`config.mk`:
```
export PLATFORM = sky130hd
export DESIGN_NAME = c_comment_strip_line_splice
export DESIGN_NICKNAME = d
export VERILOG_FILES = /design/src/sv/ccsls_pkg.sv /design/src/sv/ccsls_front.sv /design/src/sv/ccsls_queue.sv /design/src/sv/c_comment_strip_line_splice.sv
export SDC_FILE = /design/constraint.sdc
export NUM_CORES = 1
export LEC_CHECK = 0
export BUFFER_PORTS_ARGS = -buffer_cell sky130_fd_sc_hd__buf_2
export CORE_MARGIN = 2
export CORE_UTILIZATION = 50
export DETAILED_ROUTE_END_ITERATION = 10
export PLACE_DENSITY = 0.67
export SYNTH_ARGS = -nofsm -noshare
export SYNTH_HDL_FRONTEND = slang
export SYNTH_SLANG_ARGS = --single-unit
```
`constraint.sdc`:
```
create_clock -name clk_i -period 6.12 [get_ports clk_i]
set_input_delay 0.612 -clock clk_i [delete_from_list [all_inputs] [get_ports clk_i]]
set_output_delay 0.612 -clock clk_i [all_outputs]
set_load 0.03 [all_outputs]
```
`src/sv/ccsls_pkg.sv`:
```
`default_nettype none

package ccsls_pkg;

  // special source bytes
  localparam logic [7:0] CH_BACKSLASH = 8'h5C;
  localparam logic [7:0] CH_NEWLINE   = 8'h0A;
  localparam logic [7:0] CH_SLASH     = 8'h2F;
  localparam logic [7:0] CH_STAR      = 8'h2A;
  localparam logic [7:0] CH_SPACE     = 8'h20;
  localparam logic [7:0] CH_TAB       = 8'h09;

  // one-character lookahead
  typedef enum logic [1:0] {
    PEND_NONE  = 2'd0,
    PEND_BSL   = 2'd1,
    PEND_SLASH = 2'd2,
    PEND_STAR  = 2'd3
  } pend_e;

  // result kinds
  typedef enum logic [1:0] {
    KIND_CHAR  = 2'd0,
    KIND_LINE  = 2'd1,
    KIND_ERROR = 2'd2
  } kind_e;

  // one result transaction
  typedef struct packed {
    kind_e       kind;
    logic [7:0]  ch;
    logic [31:0] line;
    logic        last;
  } result_t;

  // results of one accepted item, handed from front to queue
  typedef struct packed {
    logic [1:0] n;
    result_t    res0;
    result_t    res1;
  } emit_t;

endpackage

`default_nettype wire

```
`src/sv/ccsls_front.sv`:
```
`default_nettype none

module ccsls_front (
  input  wire logic           clk_i,
  input  wire logic           rst_ni,
  input  wire logic           take_i,
  input  wire logic [7:0]     in_char_i,
  input  wire logic           end_of_input_i,
  output ccsls_pkg::emit_t    emit_o
);
  import ccsls_pkg::*;

  // character classes
  typedef struct packed {
    logic is_bsl;
    logic is_nl;
    logic is_slash;
    logic is_star;
    logic is_blank;
  } char_class_t;

  char_class_t cls;

  pend_e       pend_q, pend_d;
  logic        cm_q, cm_d;
  logic        snb_q, snb_d;
  logic        lhc_q, lhc_d;
  logic [31:0] cnt_q, cnt_d;
  logic        halt_q, halt_d;
  logic [31:0] cnt_inc;

  logic        pre_v;
  logic [7:0]  pre_ch;
  logic        post_v;
  kind_e       post_kind;
  logic [7:0]  post_ch;
  logic        do_fresh;

  // classify the incoming byte
  always_comb begin
    cls.is_bsl   = (in_char_i == CH_BACKSLASH);
    cls.is_nl    = (in_char_i == CH_NEWLINE);
    cls.is_slash = (in_char_i == CH_SLASH);
    cls.is_star  = (in_char_i == CH_STAR);
    cls.is_blank = (in_char_i == CH_SPACE) || (in_char_i == CH_TAB);
  end

  // saturating newline counter
  assign cnt_inc = (&cnt_q) ? cnt_q : cnt_q + 32'd1;

  // one step of the filter: a leading result from the lookahead, then the fresh char
  always_comb begin
    pend_d    = pend_q;
    cm_d      = cm_q;
    snb_d     = snb_q;
    lhc_d     = lhc_q;
    cnt_d     = cnt_q;
    halt_d    = halt_q;
    pre_v     = 1'b0;
    pre_ch    = CH_SLASH;
    post_v    = 1'b0;
    post_kind = KIND_CHAR;
    post_ch   = 8'd0;
    do_fresh  = 1'b0;
    if (take_i && !halt_q) begin
      pend_d = PEND_NONE;
      if (end_of_input_i) begin
        if (pend_q == PEND_BSL) begin
          post_v    = 1'b1;
          post_kind = KIND_ERROR;
          halt_d    = 1'b1;
        end else begin
          if (pend_q == PEND_SLASH) begin
            pre_v  = 1'b1;
            pre_ch = CH_SLASH;
            lhc_d  = 1'b1;
          end
          if (lhc_d) begin
            post_v    = 1'b1;
            post_kind = KIND_LINE;
          end
        end
        cm_d  = 1'b0;
        snb_d = 1'b0;
        lhc_d = 1'b0;
      end else begin
        unique case (pend_q)
          PEND_BSL: begin
            if (cls.is_nl) begin
              cnt_d = cnt_inc;
            end else begin
              if (!cm_q) begin
                pre_v  = 1'b1;
                pre_ch = CH_BACKSLASH;
                snb_d  = 1'b1;
                lhc_d  = 1'b1;
              end
              do_fresh = 1'b1;
            end
          end
          PEND_SLASH: begin
            if (cls.is_star) begin
              cm_d = 1'b1;
            end else begin
              pre_v    = 1'b1;
              pre_ch   = CH_SLASH;
              snb_d    = 1'b1;
              lhc_d    = 1'b1;
              do_fresh = 1'b1;
            end
          end
          PEND_STAR: begin
            if (cls.is_slash) begin
              cm_d = 1'b0;
            end else begin
              do_fresh = 1'b1;
            end
          end
          PEND_NONE: begin
            do_fresh = 1'b1;
          end
          default: begin
            do_fresh = 1'b1;
          end
        endcase
        // fresh character handling
        if (do_fresh) begin
          if (cls.is_bsl) begin
            pend_d = PEND_BSL;
          end else if (cm_d) begin
            if (cls.is_star) begin
              pend_d = PEND_STAR;
            end else if (cls.is_nl) begin
              cnt_d = cnt_inc;
            end
          end else if (cls.is_slash) begin
            pend_d = PEND_SLASH;
          end else if (cls.is_nl) begin
            cnt_d = cnt_inc;
            if (snb_d) begin
              post_v    = 1'b1;
              post_kind = KIND_LINE;
              snb_d     = 1'b0;
              lhc_d     = 1'b0;
            end
          end else begin
            post_v  = 1'b1;
            post_ch = in_char_i;
            lhc_d   = 1'b1;
            if (!cls.is_blank) begin
              snb_d = 1'b1;
            end
          end
        end
      end
    end
  end

  // pack results for the queue
  always_comb begin
    emit_o.n         = {1'b0, pre_v} + {1'b0, post_v};
    emit_o.res1.kind = post_kind;
    emit_o.res1.ch   = post_ch;
    emit_o.res1.line = cnt_d;
    emit_o.res1.last = 1'b1;
    if (pre_v) begin
      emit_o.res0.kind = KIND_CHAR;
      emit_o.res0.ch   = pre_ch;
      emit_o.res0.line = cnt_q;
      emit_o.res0.last = !post_v;
    end else begin
      emit_o.res0 = emit_o.res1;
    end
  end

  // filter state
  always_ff @(posedge clk_i or negedge rst_ni) begin
    if (!rst_ni) begin
      pend_q <= PEND_NONE;
      cm_q   <= 1'b0;
      snb_q  <= 1'b0;
      lhc_q  <= 1'b0;
      cnt_q  <= 32'd0;
      halt_q <= 1'b0;
    end else begin
      pend_q <= pend_d;
      cm_q   <= cm_d;
      snb_q  <= snb_d;
      lhc_q  <= lhc_d;
      cnt_q  <= cnt_d;
      halt_q <= halt_d;
    end
  end

  // once halted, stays halted
  assert property (@(posedge clk_i) disable iff (!rst_ni)
    halt_q |=> halt_q)
    else $error("halt flag cleared without reset");

  // halting clears the lookahead and comment state
  assert property (@(posedge clk_i) disable iff (!rst_ni)
    halt_q |-> (pend_q == PEND_NONE) && !cm_q && !lhc_q)
    else $error("state left over while halted");

  // no results without an accepted transaction
  assert property (@(posedge clk_i) disable iff (!rst_ni)
    !take_i |-> (emit_o.n == 2'd0))
    else $error("results produced without a transaction");

endmodule

`default_nettype wire

```
`src/sv/ccsls_queue.sv`:
```
`default_nettype none

module ccsls_queue #(
  parameter int DEPTH = 4
) (
  input  wire logic           clk_i,
  input  wire logic           rst_ni,
  input  wire ccsls_pkg::emit_t wr_i,
  output logic                full_o,
  output logic                empty_o,
  input  wire logic           pop_i,
  output ccsls_pkg::result_t  rd_o
);
  import ccsls_pkg::*;

  localparam int PW = $clog2(DEPTH);
  localparam int CW = $clog2(DEPTH + 1);

  result_t         mem [DEPTH];
  logic [PW-1:0]   wr_q, wr_d;
  logic [PW-1:0]   rd_q, rd_d;
  logic [CW-1:0]   cnt_q, cnt_d;
  logic            rd_en;
  logic [PW-1:0]   wr_nxt;

  // pointer step with wrap at the queue depth
  function automatic logic [PW-1:0] wrap_inc(logic [PW-1:0] p);
    return (p == PW'(DEPTH - 1)) ? '0 : p + PW'(1);
  endfunction

  // status: room for two results keeps the front going
  assign empty_o = (cnt_q == CW'(0));
  assign full_o  = (cnt_q > CW'(DEPTH - 2));
  assign rd_en   = pop_i && !empty_o;
  assign wr_nxt  = wrap_inc(wr_q);
  assign rd_o    = mem[rd_q];

  // pointers and fill count
  always_comb begin
    wr_d  = (wr_i.n == 2'd0) ? wr_q : ((wr_i.n == 2'd1) ? wr_nxt : wrap_inc(wr_nxt));
    rd_d  = rd_en ? wrap_inc(rd_q) : rd_q;
    cnt_d = cnt_q + CW'(wr_i.n) - CW'(rd_en);
  end

  always_ff @(posedge clk_i or negedge rst_ni) begin
    if (!rst_ni) begin
      wr_q  <= '0;
      rd_q  <= '0;
      cnt_q <= '0;
    end else begin
      wr_q  <= wr_d;
      rd_q  <= rd_d;
      cnt_q <= cnt_d;
    end
  end

  // result storage, up to two writes a cycle
  always_ff @(posedge clk_i) begin
    if (wr_i.n != 2'd0) begin
      mem[wr_q] <= wr_i.res0;
    end
    if (wr_i.n == 2'd2) begin
      mem[wr_nxt] <= wr_i.res1;
    end
  end

  // fill count stays in range
  assert property (@(posedge clk_i) disable iff (!rst_ni)
    cnt_q <= CW'(DEPTH))
    else $error("queue fill count overflow");

  // writes never exceed free room
  assert property (@(posedge clk_i) disable iff (!rst_ni)
    (wr_i.n != 2'd0) |-> (CW'(wr_i.n) <= CW'(DEPTH) - cnt_q))
    else $error("queue written beyond its room");

  // a read with no write drops the count by one
  assert property (@(posedge clk_i) disable iff (!rst_ni)
    (rd_en && (wr_i.n == 2'd0)) |=> (cnt_q == $past(cnt_q) - CW'(1)))
    else $error("queue count wrong after read");

endmodule

`default_nettype wire

```
`src/sv/c_comment_strip_line_splice.sv`:
```
// C comment stripper and line splicer. One source byte (or an end-of-input mark) is taken
// per cycle through push/full and its zero, one or two results are placed in a result queue
// in the same cycle; they are readable through empty/pop from the next cycle on, one per
// cycle. An item thus enters every cycle as long as the queue has room for two results; the
// sustained rate is set by the single read port of the result queue, so a stream that
// produces one result per item runs at one item per cycle and items that produce two
// results (a kept slash or backslash followed by another result) need a read for each
// result. After a backslash at end of input the block reports an error and then takes
// items without producing results until reset. Newline count saturates at all ones.
`default_nettype none

module c_comment_strip_line_splice #(
  parameter int DEPTH = 4
) (
  input  wire logic        clk_i,
  input  wire logic        rst_ni,
  input  wire logic        push,
  output logic             full,
  input  wire logic [7:0]  in_char_i,
  input  wire logic        end_of_input_i,
  output logic             empty,
  input  wire logic        pop,
  output logic [1:0]       out_kind_o,
  output logic [7:0]       out_char_o,
  output logic [31:0]      line_number_o,
  output logic             is_last_o
);
  import ccsls_pkg::*;

  logic    take;
  emit_t   emit;
  result_t head;

  assign take = push && !full;

  // front: classify and filter
  ccsls_front u_front (
    .clk_i          (clk_i),
    .rst_ni         (rst_ni),
    .take_i         (take),
    .in_char_i      (in_char_i),
    .end_of_input_i (end_of_input_i),
    .emit_o         (emit)
  );

  // back: result queue
  ccsls_queue #(
    .DEPTH (DEPTH)
  ) u_queue (
    .clk_i   (clk_i),
    .rst_ni  (rst_ni),
    .wr_i    (emit),
    .full_o  (full),
    .empty_o (empty),
    .pop_i   (pop),
    .rd_o    (head)
  );

  // result ports
  assign out_kind_o    = head.kind;
  assign out_char_o    = head.ch;
  assign line_number_o = head.line;
  assign is_last_o     = head.last;

endmodule

`default_nettype wire

```
==> results of run 1 <==
-- metal layers --
metal | GRT usage [%] | vias up
met5 | 0 | -
met4 | 8.388 | 0
met3 | 3.948 | 55
met2 | 42.74 | 498
met1 | 38.81 | 4654
li1 | - | 4302
-- sequential cells by signal, indices dropped and copies added (netlist names) --
name            flops
u_front.cm_q        1
u_front.halt_q      1
u_queue.wr_q        2
u_queue.cnt_q       3
u_front.pend_q      2
u_front.lhc_q       1
u_queue.mem       172
u_front.cnt_q      32
u_queue.rd_q        2
u_front.snb_q       1
-- path summary, 6_finish.rpt --
path / from / to / slack, ns / depth (start not counted)
max: u_front.pend_q[1] / u_queue.mem[2][23] / 1.56 / 16
min: rst_ni / u_queue.rd_q[0] / 0.19 / 2
max reg2reg: u_front.pend_q[1] / u_queue.mem[2][23] / 1.56 / 16
min reg2reg: u_front.halt_q / u_front.halt_q / 0.48 / 1
max in group asynchronous: rst_ni / u_front.cnt_q[27] / 5.42 / 2
min in group clk_i: pop / u_queue.rd_q[0] / 0.47 / 3
-- area by class of cell --
type | count | area (sq um) | area share (%)
clock buffer | 27 | 600.6 | 4.454
multi-input combinational | 783 | 5448 | 40.40
sequential | 217 | 6256 | 46.40
inverter | 21 | 78.83 | 0.5846
tap | 319 | 399.1 | 2.960
clock inverter | 15 | 229.0 | 1.698
timing repair buffer | 82 | 473.0 | 3.507
-- critical path: cells and delay by family (launching register included) --
kind / cells / cell delay [ns]
simple gates: 5 / 0.84
fa+ha+maj: 2 / 0.82
buf+inv: 5 / 1.43
flops: 1 / 0.43
compound gates: 4 / 0.69
-- power by group --
part	total, mW	internal [mW]	switching (mW)
Combinational	1.33	0.493	0.834
Clock	1.55	0.956	0.593
Sequential	1.89	1.74	0.154
-- metrics by stage --
step	instance area [sq um]	total power [mW]	setup WS [ns]
after floorplan	12130	2.855	1.412
after global placement	12650	3.244	1.443
after detailed placement	12650	3.262	1.283
after CTS	13480	4.801	1.634
after global routing	13480	4.952	1.277
final	13480	4.768	1.556
-- kinds of logic (layout without fill, tap and decap cells) --
| logic type | count (synthesis) | in the layout | synth area share (%) |
|---|---|---|---|
| mux | 44 | 44 | 8.077 |
| compound gates | 315 | 315 | 15.72 |
| simple gates | 358 | 358 | 15.36 |
| fa+ha+maj | 22 | 22 | 2.331 |
| buf+inv | 117 | 145 | 3.796 |
| flops | 217 | 217 | 51.54 |
| xor+xnor | 44 | 44 | 3.177 |
-- placed cells by master, fill, tap and decap left out, types with 13 or more instances in the layout --
cell type	count
edfxtp_1	168
a21oi_1	121
nand2_1	115
a31oi_1	66
nor2_1	58
buf_2	57
mux4_2	43
dfrtp_1	43
o21ai_0	39
nand3_1	39
xnor2_1	26
buf_4	25
a311oi_1	24
clkbuf_16	23
nor3_1	21
ha_1	21
xor2_1	18
o31ai_1	18
inv_1	17
nand2b_1	17
nand4_1	15
or3_1	14
o22ai_1	13
==> metrics.yaml, run 1 <==
netlist_instances: 1117
fin_cells: 1464
worstPathRequired_ns: 6.28
syn_avg_cell_area_sq_um: 10.86
vias: 9509
antenna_found_initial: 0
synth-seq-cells: 217
grt_max_degree: 47
start_util_pct: 51.37
dr.max_layer_used: "met4"
wl_per_cell_microns: 23.37
grt_use_total_pct: 27.01
slowest_delay_ns: 0.54
ys.flop_type: "edfxtp_1"
maxSlewViolCount: 0
yosysTopAreaCell: "edfxtp_1"
slew_headroom_pct: 21.76
synth-edff-count: 168
powerDensity_nw_per_um2: 353.6
routed_via_density: 6.495
yosysSeqAreaShare_pct: 51.54
cts_resized: 0
worstMarginPinSlew_ns: 1.165
path_clk_slew_ns: 0.07
die_width_microns: 159.8
slowest_stage: "buf_4"
syn_to_final_growth_pct: 11.17
grt_overflow: 0
synth.most_common_cell: "edfxtp_1"
fin_crit_sh_pct: 74.58
yosys-top-cells-count: "edfxtp_1, a21oi_1, nand2_1"
cts_tree: "done"
grt_pass1_vias: 9136
ant_nets: 0
rows: 56
crit_chain: "inv_1 > ha_1 > nor2b_1 > a2111o_1 > o211a_1 > a21o_1 > o21a_1 > nor2_1 > nor3_1 > ha_1 > nand2_1 > inv_1 > nor2_1 > buf_4 > inv_2 > buf_4"
cts_buffers: 23
core-area_sq_um: 23610
crit_path_max_fanout: 25
tns_ns: 0
finalClockSkew_ns: 0.01096
post-route-util_pct: 57.11
dr.pass1.iters: 5
pin_count: 58
synthArstFlopShare_pct: 20.74
diodes: 0
final_nets: 1163
hold_slack_ns: 0.1947
wl_met3_microns: 3103
setup_violations: 0
dieArea_sq_um: 25520
hpwl_microns: 21500
ys_types: 60
grt_first_pass_wirelength_microns: 53700
power_leakage_nw: 4.377
syn_nets: 1152
num-fill-cells: 2011
cp-start-kind: "flip-flop"
synth.area.top_cells: "edfxtp_1, dfrtp_1, mux4_2"
met2_length_microns: 15810
synth_top_area_share_pct: 41.59
gp_congestion: 0.8885
clk_path_buf_depth: 3
wl_microns: 34220
clock-sinks: 217
drcViolationCount: 0
cp.arrival_ns: 4.72
dp.cells: 1422
rsz0062_at_grt: "no"
vdd_drop_max_v: 0.0003029
endpoint_kind: "flip-flop"
worstSetupPathType: "reg2reg"
root_buffer: "clkbuf_16"
cap_viol_max_count: 0
holdBufCountCts: 0
status: "completed"
syn-cell-area_sq_um: 12130
place.port_buffers: 57
drive_above_1_share_pct: 16.86
hold_viol: 0
die_h_microns: 159.8
drt_iter0_drc: 1159
max_freq_mhz: 219.1
post-cts-setup-buffer-count: 0
yosys_warnings: 0
fin_crit_ns: 4.564
met1_length_microns: 14490
holdCritPathClass: "in2async"
clk_latency_ns: 0.52
htree_levels: 1
(Power assumes the default switching activity.)
==> run 2: changes to the inputs <==
Settings changed: PLACE_DENSITY 0.67 to 0.7.
Clock period 6.12 ns to 4.1 ns, I/O delays scaled along.
==> metrics.yaml, run 2 (synthesis results as in run 1) <==
status: "completed"
p_seq_share_pct: 42.3  # +2.6 points
rsz0062_at_grt: "no"
wl_per_cell_microns: 22.98  # -1.7%
place.port_buffers: 57  # unchanged
fin_crit_ns: 3.821  # -0.7431 ns
vdd_drop_max_v: 0.0002848  # -6.0%
htree_levels: 1  # unchanged
dr.pass1.iters: 6  # +1
setup_violations: 0  # unchanged
rows: 56  # unchanged
grt_max_degree: 47  # unchanged
post-cts-setup-buffer-count: 0  # unchanged
core-area_sq_um: 23610  # unchanged
vias: 9730  # +2.3%
clk_latency_ns: 0.52  # about the same
finalClockSkew_ns: 0.01135  # +0.0003868 ns
combPwrFrac_pct: 28.2  # +0.4 points
cp-start-kind: "flip-flop"
cts_tree: "done"
antenna_found_initial: 0  # unchanged
max_freq_mhz: 261.7  # +19%
pin_count: 58  # unchanged
p_int_mw: 4.520  # +42%
largest_reg_flops: 172  # unchanged
switching_share_pct: 34.35  # +1.2 points
die_width_microns: 159.8  # unchanged
hold_depth: 3
routed_via_density: 6.517  # +0.34%
diodes: 0  # unchanged
clock-sinks: 217  # unchanged
powerDensity_nw_per_um2: 501.2  # +42%
drcViolationCount: 0  # unchanged
tns_ns: 0  # unchanged
cap_viol_max_count: 0  # unchanged
hpwl_microns: 22320  # +3.8%
power_leakage_nw: 4.471  # +2.1%
grt_overflow: 0  # unchanged
worstMarginPinSlew_ns: 1.131  # -0.03321 ns
final_nets: 1193  # +2.6%
grt_use_total_pct: 26.63  # -0.38 points
mostFrequentLayoutCells: "edfxtp_1, a21oi_1, nand2_1, a31oi_1, buf_2"
root_buffer: "clkbuf_16"
grt_first_pass_wirelength_microns: 53190  # -0.96%
ant_nets: 0  # unchanged
holdCritPathClass: "in2reg"
reg_top3: "u_queue.mem: 172 flops, u_front.cnt_q: 32 flops, u_queue.cnt_q: 3 flops"
p_sw_mw: 2.365  # +50%
drive_above_1_share_pct: 19.59  # +2.7 points
fin_cells: 1493  # +2.0%
slew_headroom_pct: 24.37  # +2.6 points
gp_congestion: 0.8926  # +0.46%
final_common_cell: "edfxtp_1"
worstPathRequired_ns: 4.45  # -1.83 ns
crit_path_max_fanout: 27  # +8.0%
dp.cells: 1451  # +2.0%
grt_pass1_vias: 9295  # +1.7%
ff2ff_path_depth: 15  # -1
wl_microns: 34310  # +0.25%
path_clk_slew_ns: 0.06  # about the same
largest_register: "u_queue.mem"
worstSetupPathType: "reg2reg"
endpoint_kind: "flip-flop"
power.share.clock_pct: 29.5  # -3.0 points
hold_viol: 0  # unchanged
syn_to_final_growth_pct: 13.27
start_util_pct: 51.37  # unchanged
dieArea_sq_um: 25520  # unchanged
die_h_microns: 159.8  # unchanged
maxSlewViolCount: 0  # unchanged
drt_iter0_drc: 1157  # -0.17%
cp.arrival_ns: 4.17  # -0.55 ns
fin_crit_sh_pct: 93.20  # +19 points
clk_path_buf_depth: 3  # unchanged
cts_buffers: 23  # unchanged
==> run 2: critical path, stage by stage, from the launching register on <==
cell,delay [ns]
dfrtp_1,0.43
inv_1,0.10
ha_1,0.16
nor2b_1,0.27
a2111o_1,0.21
o211a_1,0.21
a21o_1,0.15
o21a_1,0.12
nor2_1,0.04
or3_1,0.35
ha_2,0.18
nand2b_1,0.18
o21ai_2,0.68
buf_12,0.26
a21oi_1,0.09
a31oi_1,0.20
==> run 2: cell type report <==
| type | instances | area, sq um |
|---|---|---|
| clock buffer | 32 | 640.6 |
| timing repair buffer | 112 | 763.2 |
| fill | 1992 | 9874 |
| clock inverter | 9 | 75.07 |
| inverter | 21 | 93.84 |
| tap | 319 | 399.1 |
| multi-input combinational | 783 | 5510 |
| sequential | 217 | 6256 |
==> run 2: power groups by stage <==
| stage | sequential (mW) | combinational (mW) | clock [mW] |
|---|---|---|---|
| after floorplan | 2.70 | 1.58 | 0 |
| after CTS | 2.92 | 1.96 | 2.04 |
| after global routing | 2.95 | 2.07 | 2.13 |
| after global placement | 2.95 | 1.94 | 0 |
| after detailed placement | 2.96 | 1.95 | 0 |
| final | 2.91 | 1.94 | 2.03 |
==> run 2: final timing paths <==
check,end,slack [ns],startpoint
min,u_queue.rd_q[0],0.28,pop
min in group asynchronous,u_queue.rd_q[1],0.49,rst_ni
max,u_queue.mem[3][29],0.28,u_front.pend_q[1]
min reg2reg,u_queue.mem[1][0],0.49,u_queue.mem[1][0]
max reg2reg,u_queue.mem[3][29],0.28,u_front.pend_q[1]
max in group asynchronous,u_front.cnt_q[22],2.76,rst_ni
==> run 2: routing by layer <==
layer | part of all wire (%) | wire [microns] | track usage (%) | up-vias
met5 | 0 | 0 | 0 | -
met4 | 2.4 | 807 | 8.264 | 0
met3 | 9.6 | 3283 | 4.104 | 65
met2 | 47 | 16160 | 42.21 | 580
met1 | 41 | 14060 | 38.08 | 4721
li1 | - | - | - | 4364
==> run 2: metrics by stage <==
| step | util, % | hold slack (ns) | area [sq um] | setup slack, ns | power (mW) |
|---|---|---|---|---|---|
| after floorplan | - | 0.1144 | 12220 | 0.005854 | 4.275 |
| after global placement | 55.08 | 0.4643 | 13010 | 0.3840 | 4.889 |
| after detailed placement | 55.08 | 0.4803 | 13010 | 0.2442 | 4.908 |
| after CTS | 58.15 | 0.2859 | 13730 | 0.2180 | 6.916 |
| after global routing | 58.18 | 0.3236 | 13740 | 0.03075 | 7.153 |
| final | 58.18 | 0.2847 | 13740 | 0.2790 | 6.885 |
==> run 2: what timing repair did <==
item	in CTS	in global routing
hold endpoints to repair	23	0
setup endpoints to repair	0	16
gates resized for setup	0	3
hold buffers	1	0
